**src/rtl/rnacla_pkg.sv**
```systemverilog
// Shared types, constants and pairing rule for the RNA complement alignment row.
package rnacla_pkg;

  localparam int unsigned BASE_W  = 3;
  localparam int unsigned COL_W   = 6;
  localparam int unsigned CNT_W   = 7;
  localparam int unsigned SCORE_W = 14;
  localparam int unsigned CAND_W  = 16;
  localparam int unsigned TRACE_W = 3;
  localparam int unsigned CFG_W   = 9;
  localparam int unsigned IDX_W   = 2;

  localparam logic [SCORE_W-1:0] SCORE_MAX = {SCORE_W{1'b1}};

  localparam logic [BASE_W-1:0] BASE_A = 3'd0;
  localparam logic [BASE_W-1:0] BASE_C = 3'd1;
  localparam logic [BASE_W-1:0] BASE_G = 3'd2;
  localparam logic [BASE_W-1:0] BASE_T = 3'd3;

  typedef enum logic [IDX_W-1:0] {
    REG_MATCH    = 2'd0,
    REG_MISMATCH = 2'd1,
    REG_GAP      = 2'd2
  } reg_idx_e;

  typedef enum logic {
    ST_IDLE = 1'b0,
    ST_WALK = 1'b1
  } state_e;

  typedef struct packed {
    logic load;
    logic row_start;
    logic col_step;
  } cmd_t;

  typedef struct packed {
    logic cnt_zero;
    logic last_col;
  } status_t;

  function automatic logic complementary(input logic [BASE_W-1:0] a,
                                         input logic [BASE_W-1:0] b);
    logic res;
    begin
      case (a)
        BASE_A:  res = (b == BASE_T);
        BASE_C:  res = (b == BASE_G);
        BASE_G:  res = (b == BASE_C) || (b == BASE_T);
        BASE_T:  res = (b == BASE_A) || (b == BASE_G);
        default: res = 1'b0;
      endcase
      return res;
    end
  endfunction

endpackage

```
**src/rtl/rnacla_ctrl.sv**
```systemverilog
// Controller state machine: accepts words and sequences the row walk.
module rnacla_ctrl
  import rnacla_pkg::*;
(
  input  logic    clk_i,
  input  logic    rst_ni,
  input  logic    start,
  input  logic    mode_i,
  input  status_t status_i,
  output logic    busy,
  output cmd_t    cmd_o
);

  state_e state_q, state_d;

  always_ff @(posedge clk_i or negedge rst_ni) begin
    if (!rst_ni) begin
      state_q <= ST_IDLE;
    end else begin
      state_q <= state_d;
    end
  end

  always_comb begin
    state_d = state_q;
    cmd_o   = '0;
    busy    = 1'b0;
    case (state_q)
      ST_IDLE: begin
        if (start) begin
          if (!mode_i) begin
            cmd_o.load = 1'b1;
          end else begin
            cmd_o.row_start = 1'b1;
            if (!status_i.cnt_zero) begin
              state_d = ST_WALK;
            end
          end
        end
      end
      ST_WALK: begin
        busy           = 1'b1;
        cmd_o.col_step = 1'b1;
        if (status_i.last_col) begin
          state_d = ST_IDLE;
        end
      end
      default: begin
        state_d = ST_IDLE;
      end
    endcase
  end

`ifndef NO_ASSERTIONS
  a_walk_nonempty: assert property (@(posedge clk_i) disable iff (!rst_ni)
    (state_q == ST_WALK) |-> !status_i.cnt_zero)
    else $error("row walk running over an empty column list");
`endif

endmodule

```
**src/rtl/rnacla_dp.sv**
```systemverilog
// Datapath: settings, column and previous-row memories, cell scoring, result word.
module rnacla_dp
  import rnacla_pkg::*;
#(
  parameter int unsigned MAX_COLS = 64
) (
  input  logic                clk_i,
  input  logic                rst_ni,
  input  logic                cfg_we_i,
  input  logic [IDX_W-1:0]    cfg_idx_i,
  input  logic [CFG_W-1:0]    cfg_data_i,
  input  logic [BASE_W-1:0]   base_i,
  input  logic                restart_i,
  input  cmd_t                cmd_i,
  output status_t             status_o,
  output logic                valid_o,
  output logic [COL_W-1:0]    column_o,
  output logic [SCORE_W-1:0]  score_o,
  output logic [TRACE_W-1:0]  trace_o,
  output logic                last_o
);

  localparam int unsigned AW = (MAX_COLS > 1) ? $clog2(MAX_COLS) : 1;

  logic [7:0]         match_q;
  logic [8:0]         mismatch_q;
  logic [7:0]         gap_q;

  logic [BASE_W-1:0]  base_mem [MAX_COLS];
  logic [SCORE_W-1:0] prev_mem [MAX_COLS];

  logic [CNT_W-1:0]   cnt_q;
  logic               row_valid_q;
  logic               fresh_q;
  logic [BASE_W-1:0]  base_q;
  logic [AW-1:0]      col_q;
  logic [SCORE_W-1:0] diag_q;
  logic [SCORE_W-1:0] left_q;
  logic [BASE_W-1:0]  base_rd_q;
  logic [SCORE_W-1:0] prev_rd_q;

  logic               valid_q;
  logic [COL_W-1:0]   column_q;
  logic [SCORE_W-1:0] score_q;
  logic [TRACE_W-1:0] trace_q;
  logic               last_q;

  logic [CNT_W-1:0]   load_cnt;
  logic [AW-1:0]      rd_addr;
  logic [SCORE_W-1:0] above;
  logic signed [CAND_W-1:0] pair, cand_diag, cand_up, cand_left, best;
  logic [TRACE_W-1:0] trace_d;
  logic [SCORE_W-1:0] score_d;

  // configuration registers
  always_ff @(posedge clk_i or negedge rst_ni) begin
    if (!rst_ni) begin
      match_q    <= 8'd1;
      mismatch_q <= 9'h1FF;
      gap_q      <= 8'd1;
    end else if (cfg_we_i) begin
      case (cfg_idx_i)
        REG_MATCH:    match_q    <= cfg_data_i[7:0];
        REG_MISMATCH: mismatch_q <= cfg_data_i;
        REG_GAP:      gap_q      <= cfg_data_i[7:0];
        default:      ;
      endcase
    end
  end

  assign load_cnt = restart_i ? '0 : cnt_q;
  assign rd_addr  = cmd_i.row_start ? '0 : col_q + AW'(1);

  assign status_o.cnt_zero = (cnt_q == '0);
  assign status_o.last_col = ((CNT_W'(col_q) + CNT_W'(1)) == cnt_q);

  // memories
  always_ff @(posedge clk_i) begin
    if (cmd_i.load && (load_cnt < CNT_W'(MAX_COLS))) begin
      base_mem[load_cnt[AW-1:0]] <= base_i;
    end
    if (cmd_i.col_step) begin
      prev_mem[col_q] <= score_d;
    end
    base_rd_q <= base_mem[rd_addr];
    prev_rd_q <= prev_mem[rd_addr];
  end

  // cell scoring
  always_comb begin
    above     = fresh_q ? '0 : prev_rd_q;
    pair      = complementary(base_q, base_rd_q) ? $signed({8'b0, match_q})
                                                 : $signed({{7{mismatch_q[8]}}, mismatch_q});
    cand_diag = $signed({2'b0, diag_q}) + pair;
    cand_up   = $signed({2'b0, above}) - $signed({8'b0, gap_q});
    cand_left = $signed({2'b0, left_q}) - $signed({8'b0, gap_q});
    best = '0;
    if (cand_diag > best) best = cand_diag;
    if (cand_up   > best) best = cand_up;
    if (cand_left > best) best = cand_left;
    trace_d = '0;
    if (best > 0) begin
      trace_d[0] = (cand_diag == best);
      trace_d[1] = (cand_up   == best);
      trace_d[2] = (cand_left == best);
    end
    score_d = (best > $signed({2'b0, SCORE_MAX})) ? SCORE_MAX : best[SCORE_W-1:0];
  end

  always_ff @(posedge clk_i or negedge rst_ni) begin
    if (!rst_ni) begin
      cnt_q       <= '0;
      row_valid_q <= 1'b0;
      fresh_q     <= 1'b1;
      base_q      <= '0;
      col_q       <= '0;
      diag_q      <= '0;
      left_q      <= '0;
      valid_q     <= 1'b0;
    end else begin
      valid_q <= cmd_i.col_step;
      if (cmd_i.load) begin
        row_valid_q <= 1'b0;
        if (load_cnt < CNT_W'(MAX_COLS)) begin
          cnt_q <= load_cnt + CNT_W'(1);
        end else begin
          cnt_q <= load_cnt;
        end
      end
      if (cmd_i.row_start) begin
        base_q      <= base_i;
        fresh_q     <= restart_i || !row_valid_q;
        row_valid_q <= 1'b1;
        col_q       <= '0;
        diag_q      <= '0;
        left_q      <= '0;
      end
      if (cmd_i.col_step) begin
        col_q  <= col_q + AW'(1);
        diag_q <= above;
        left_q <= score_d;
      end
    end
  end

  // result word
  always_ff @(posedge clk_i) begin
    if (cmd_i.col_step) begin
      column_q <= COL_W'(col_q);
      score_q  <= score_d;
      trace_q  <= trace_d;
      last_q   <= status_o.last_col;
    end
  end

  assign valid_o  = valid_q;
  assign column_o = column_q;
  assign score_o  = score_q;
  assign trace_o  = trace_q;
  assign last_o   = last_q;

`ifndef NO_ASSERTIONS
  a_valid_from_cell: assert property (@(posedge clk_i) disable iff (!rst_ni)
    valid_q |-> $past(cmd_i.col_step))
    else $error("result word without a scored cell");
  a_trace_score: assert property (@(posedge clk_i) disable iff (!rst_ni)
    valid_q |-> ((score_q == '0) == (trace_q == '0)))
    else $error("trace and score disagree on a zero cell");
  a_cnt_bound: assert property (@(posedge clk_i) disable iff (!rst_ni)
    cnt_q <= CNT_W'(MAX_COLS))
    else $error("column count beyond capacity");
  a_last_gap: assert property (@(posedge clk_i) disable iff (!rst_ni)
    (valid_q && last_q) |=> !valid_q)
    else $error("result word right after the last column");
`endif

endmodule

```
**src/rtl/rna_complement_local_alignment_row.sv**
```systemverilog
// Top level of the RNA complement local alignment row engine.
// A word is taken when start is high and busy is low. A load word (mode 0) is
// absorbed in the cycle it is taken and busy stays low. A row word (mode 1) produces
// one result per loaded column, left to right, one per clock, marked by
// valid_o for a single cycle; the receiver must take each result as it comes.
// A row keeps busy high while its columns are being scored, and the
// next word can be taken in the cycle after the last column is scored, while
// that last result is on the outputs. The cell recurrence on the left
// neighbor through the shared scoring unit sets this one-column-per-cycle pace;
// column bases and the previous row sit in memories with one read and one
// write port, with a registered read one column ahead. A row over an empty column
// list returns nothing and leaves busy low.
module rna_complement_local_alignment_row
  import rnacla_pkg::*;
#(
  parameter int unsigned MAX_COLS = 64
) (
  input  logic                clk_i,
  input  logic                rst_ni,
  input  logic                cfg_we_i,
  input  logic [IDX_W-1:0]    cfg_idx_i,
  input  logic [CFG_W-1:0]    cfg_data_i,
  input  logic                start,
  output logic                busy,
  input  logic                mode_i,
  input  logic [BASE_W-1:0]   base_i,
  input  logic                restart_i,
  output logic                valid_o,
  output logic [COL_W-1:0]    column_o,
  output logic [SCORE_W-1:0]  score_o,
  output logic [TRACE_W-1:0]  trace_o,
  output logic                last_o
);

  cmd_t    cmd;
  status_t status;

  rnacla_ctrl u_ctrl (
    .clk_i    (clk_i),
    .rst_ni   (rst_ni),
    .start    (start),
    .mode_i   (mode_i),
    .status_i (status),
    .busy     (busy),
    .cmd_o    (cmd)
  );

  rnacla_dp #(
    .MAX_COLS (MAX_COLS)
  ) u_dp (
    .clk_i      (clk_i),
    .rst_ni     (rst_ni),
    .cfg_we_i   (cfg_we_i),
    .cfg_idx_i  (cfg_idx_i),
    .cfg_data_i (cfg_data_i),
    .base_i     (base_i),
    .restart_i  (restart_i),
    .cmd_i      (cmd),
    .status_o   (status),
    .valid_o    (valid_o),
    .column_o   (column_o),
    .score_o    (score_o),
    .trace_o    (trace_o),
    .last_o     (last_o)
  );

endmodule
```
**config.mk**
```make
export PLATFORM = sky130hd
export DESIGN_NAME = rna_complement_local_alignment_row
export DESIGN_NICKNAME = d
export VERILOG_FILES = /design/src/rtl/rnacla_pkg.sv /design/src/rtl/rnacla_ctrl.sv /design/src/rtl/rnacla_dp.sv /design/src/rtl/rna_complement_local_alignment_row.sv
export SDC_FILE = /design/constraint.sdc
export NUM_CORES = 2
export LEC_CHECK = 0
export BUFFER_PORTS_ARGS = -buffer_cell sky130_fd_sc_hd__buf_2
export CAP_MARGIN = 20
export CORE_MARGIN = 4
export CORE_UTILIZATION = 55
export DETAILED_ROUTE_END_ITERATION = 7
export GPL_TIMING_DRIVEN = 0
export PLACE_DENSITY = 0.78
export SLEW_MARGIN = 10
export SYNTH_ARGS = -nofsm -noshare
export SYNTH_HDL_FRONTEND = slang
export SYNTH_SLANG_ARGS = --single-unit
```
**constraint.sdc**
```tcl
create_clock -name clk_i -period 14.25 [get_ports clk_i]
set_input_delay 3.5625 -clock clk_i [delete_from_list [all_inputs] [get_ports clk_i]]
set_output_delay 3.5625 -clock clk_i [all_outputs]
set_load 0.05 [all_outputs]
```
==> key figures <==
CTS
  – Cts hold-fix bufs: 0
  – Root buffer cell: clkbuf_16
  – Post-cts repair resize count: 0
  – CTS clock-pin slew for the worst setup and hold paths: approximately 0.060 ns
  – CTS tree: yes
  – H-tree depth: 3
  – Post CTS Setup Buffer Count: 0
  – Clk Latency, worst-skew pair: 0.71 ns
  – CTS buffer count: about 120
  – Max clock buf depth: 3
  – Clk sinks: between 1000 and 1500

STA
  – Fmax: a little under 90 MHz
  – Least-Margin Pin Slew: approximately 1.2 ns
  – Max Slew Vio Count: 0
  – Final Critical Period: about 12 ns
  – Period utilization: between 80% and 90%
  – Finish-stage setup viols: 0
  – Worst Clk Skew: between 0.02 and 0.025 ns
  – Fin. Hold Viols: 0
  – Worst rel slew slack: between 15 and 20%
  – Setup_tns: 0 ns
  – RSZ-0062 raised after global routing: no

GRT
  – Number of global-route vias before repair: approximately 34000
  – Remaining Overflow, GRT: 0
  – Initial antenna violation count: 5
  – First-pass GRT wire length: between 200000 and 250000 um
  – Gr usage total: 32.3%
  – Largest net degree at the start of global routing: 67

Run status
  – Status: complete, no violations

Finish
  – Layout area overhead: 13.2%
  – Layout cells sized above 1: roughly 15%
  – Final Non-Filler Cells: roughly 5100
  – Post-layout util: ~63%
  – # nets final: roughly 3900

Placement
  – DP HPWL: ~110000 um
  – # port buffers: 45
  – Placed cells: between 4000 and 5000
  – Gpl congestion: between 1 and 1.5

Floorplanning
  – Die Span X: 315 um
  – Starting Density: 55.5%
  – Die Ht: 315 um
  – Die area: 99100 um2
  – IO Pins: 46
  – Standard-cell rows: 112
  – Core Footprint: around 93000 um2

Critical path
  – CP max-delay cell: nand2_4
  – WP data required: around 15 ns
  – Crit end category: register
  – Crit path kind: register to register
  – Startpoint Class: register
  – Worst-path fanout max: 66
  – R2R setup slack: approximately 2.7 ns
  – Crit path largest cell delay: between 0.9 and 1 ns
  – Critical Path AT: approximately 12 ns

Synthesis
  – Most common library cells after synthesis: 1112 x edfxtp_1, 286 x nand2_1, 237 x nor2_1, 191 x a21oi_1, 177 x clkbuf_1
  – Most frequent cell after synthesis: edfxtp_1
  – Synth Cell Area: 51800 um2
  – Synth top area share: 64.5%
  – Synth top area cells: edfxtp_1 64%, mux4_2 3.8%, dfrtp_1 2.9%, mux2i_1 2.8%, nand2_1 2.1%
  – Main synth FF type: edfxtp_1
  – Asr flop ratio synth: about 6%
  – Post-synthesis sequential area ratio: approximately 70%
  – Ys Warns: 0
  – Area leader, netlist: edfxtp_1
  – Largest family of logic cells by synthesized area: compound AO/OA/AOI/OAI gates
  – Synth Net Count: ~3600
  – Gate Count Post-Synth: around 3600
  – Synth Area in Simple Gates: between 6 and 7%
  – Yosys reg bits: about 1200
  – Complex-gate fraction of the synthesized area: between 10% and 20%
  – Number of flops mapped to enable cells by yosys: 1112
  – Post-synthesis cell type count: 97
  – XOR/XNOR Fraction of Synth Area: under 10%
  – Multiplexer share of the synthesized area: under 10%
  – Fraction of the mapped netlist area in adder cells: approximately 1.5%
  – Mapped Avg Cell Area: 14.6 um2

Route
  – Iter 0 DRT Violations: around 6500
  – Avg Vias per Cell: a little under 7
  – Avg WL per Cell: 31.6 um
  – Post-Route WL: 162000 um
  – Routed Antenna Nets: 0
  – Drt first pass iters: 7
  – DRC Markers: 0
  – Vias: ~36000

Min path
  – Min-Delay Path Class: register to register

Run
  – Max-Cap Viols: 0
==> state kept, by name (all words and copies together) (netlist names), 3 cells and up <==
| signal | cells |
|---|---|
| u_dp.prev_mem | 896 |
| u_dp.base_mem | 192 |
| u_dp.diag_q | 14 |
| u_dp.left_q | 14 |
| u_dp.prev_rd_q | 14 |
| u_dp.score_o | 14 |
| u_dp.mismatch_q | 9 |
| u_dp.gap_q | 8 |
| u_dp.match_q | 8 |
| u_dp.cnt_q | 7 |
| u_dp.col_q | 6 |
| u_dp.column_o | 6 |
| u_dp.base_q | 3 |
| u_dp.base_rd_q | 3 |
| u_dp.trace_o | 3 |
==> critical path, delay by kind of cell, from the launching register on <==
family                   cells  cell delay, ns
adder cells (fa/ha/maj)      4            1.31
XOR/XNOR                     1            0.69
AND/OR/NAND/NOR             11            4.04
AO/OA/AOI/OAI               11            3.08
multiplexers                 1            0.43
buffers and inverters        3            1.11
flip-flops                   1            0.38
==> layout make-up <==
class / instances / area, um2
Sequential cell: 1202 / 35600
Fill cell: 6589 / 34700
Multi-Input combinational cell: 2069 / 15400
Clock buffer: 145 / 3070
Tap cell: 1254 / 1570
Timing Repair Buffer: 121 / 1320
Buffer: 225 / 875
Clock inverter: 66 / 587
Inverter: 54 / 203
Antenna cell: 2 / 5.00
==> cell families (layout without fill, tap and decap cells) <==
family | Yosys count | after routing
flip-flops | 1202 | 1202
AO/OA/AOI/OAI | 832 | 832
AND/OR/NAND/NOR | 789 | 789
multiplexers | 321 | 321
buffers and inverters | 279 | 611
XOR/XNOR | 67 | 67
adder cells (fa/ha/maj) | 59 | 59
other | 1 | 3
==> stage by stage <==
stage,instance area (um2),hold slack [ns],setup WS (ns)
2_1_floorplan,51800,0.401,4.56
3_3_place_gp,53600,0.464,-0.830
3_5_place_dp,54900,0.472,3.09
4_1_cts,58600,0.485,3.02
5_1_grt,58600,0.510,2.25
6_report,58600,0.487,2.74
==> worst paths after layout <==
path                                   start                   end  cells after the start
max reg2reg                   u_dp.base_q[2]  u_dp.prev_mem[44][1]                     31
max                           u_dp.base_q[2]  u_dp.prev_mem[44][1]                     31
min reg2reg                u_dp.prev_rd_q[0]        u_dp.diag_q[0]                      2
min in group asynchronous             rst_ni       u_dp.match_q[4]                      1
min                        u_dp.prev_rd_q[0]        u_dp.diag_q[0]                      2
max in group asynchronous             rst_ni          u_dp.fresh_q                      2
==> cell usage in the layout (no fill, tap or decap), types with 60 or more instances in the layout <==
master        n
mux2_2       84
mux2i_1     147
nor2_2       60
edfxtp_1   1112
nand2_1     280
mux4_2       88
o221ai_1     72
dfrtp_1      60
a21oi_1     187
o211ai_1     67
clkbuf_1    202
nor2_1      180
clkbuf_16   118
o21ai_0     132
a211oi_1     96
==> layer usage <==
metal / vias up / global-route usage, % / part of all wire [%]
li1: 14500 / - / -
met5: - / 0 / 0.025
met3: 723 / 9.01 / 14
met2: 3126 / 49.4 / 45
met4: 6 / 18.8 / 7.5
met1: 17400 / 41.7 / 34
Power is not shown: default switching activity piles up to over one toggle a cycle in this logic, so the estimate is an artifact.
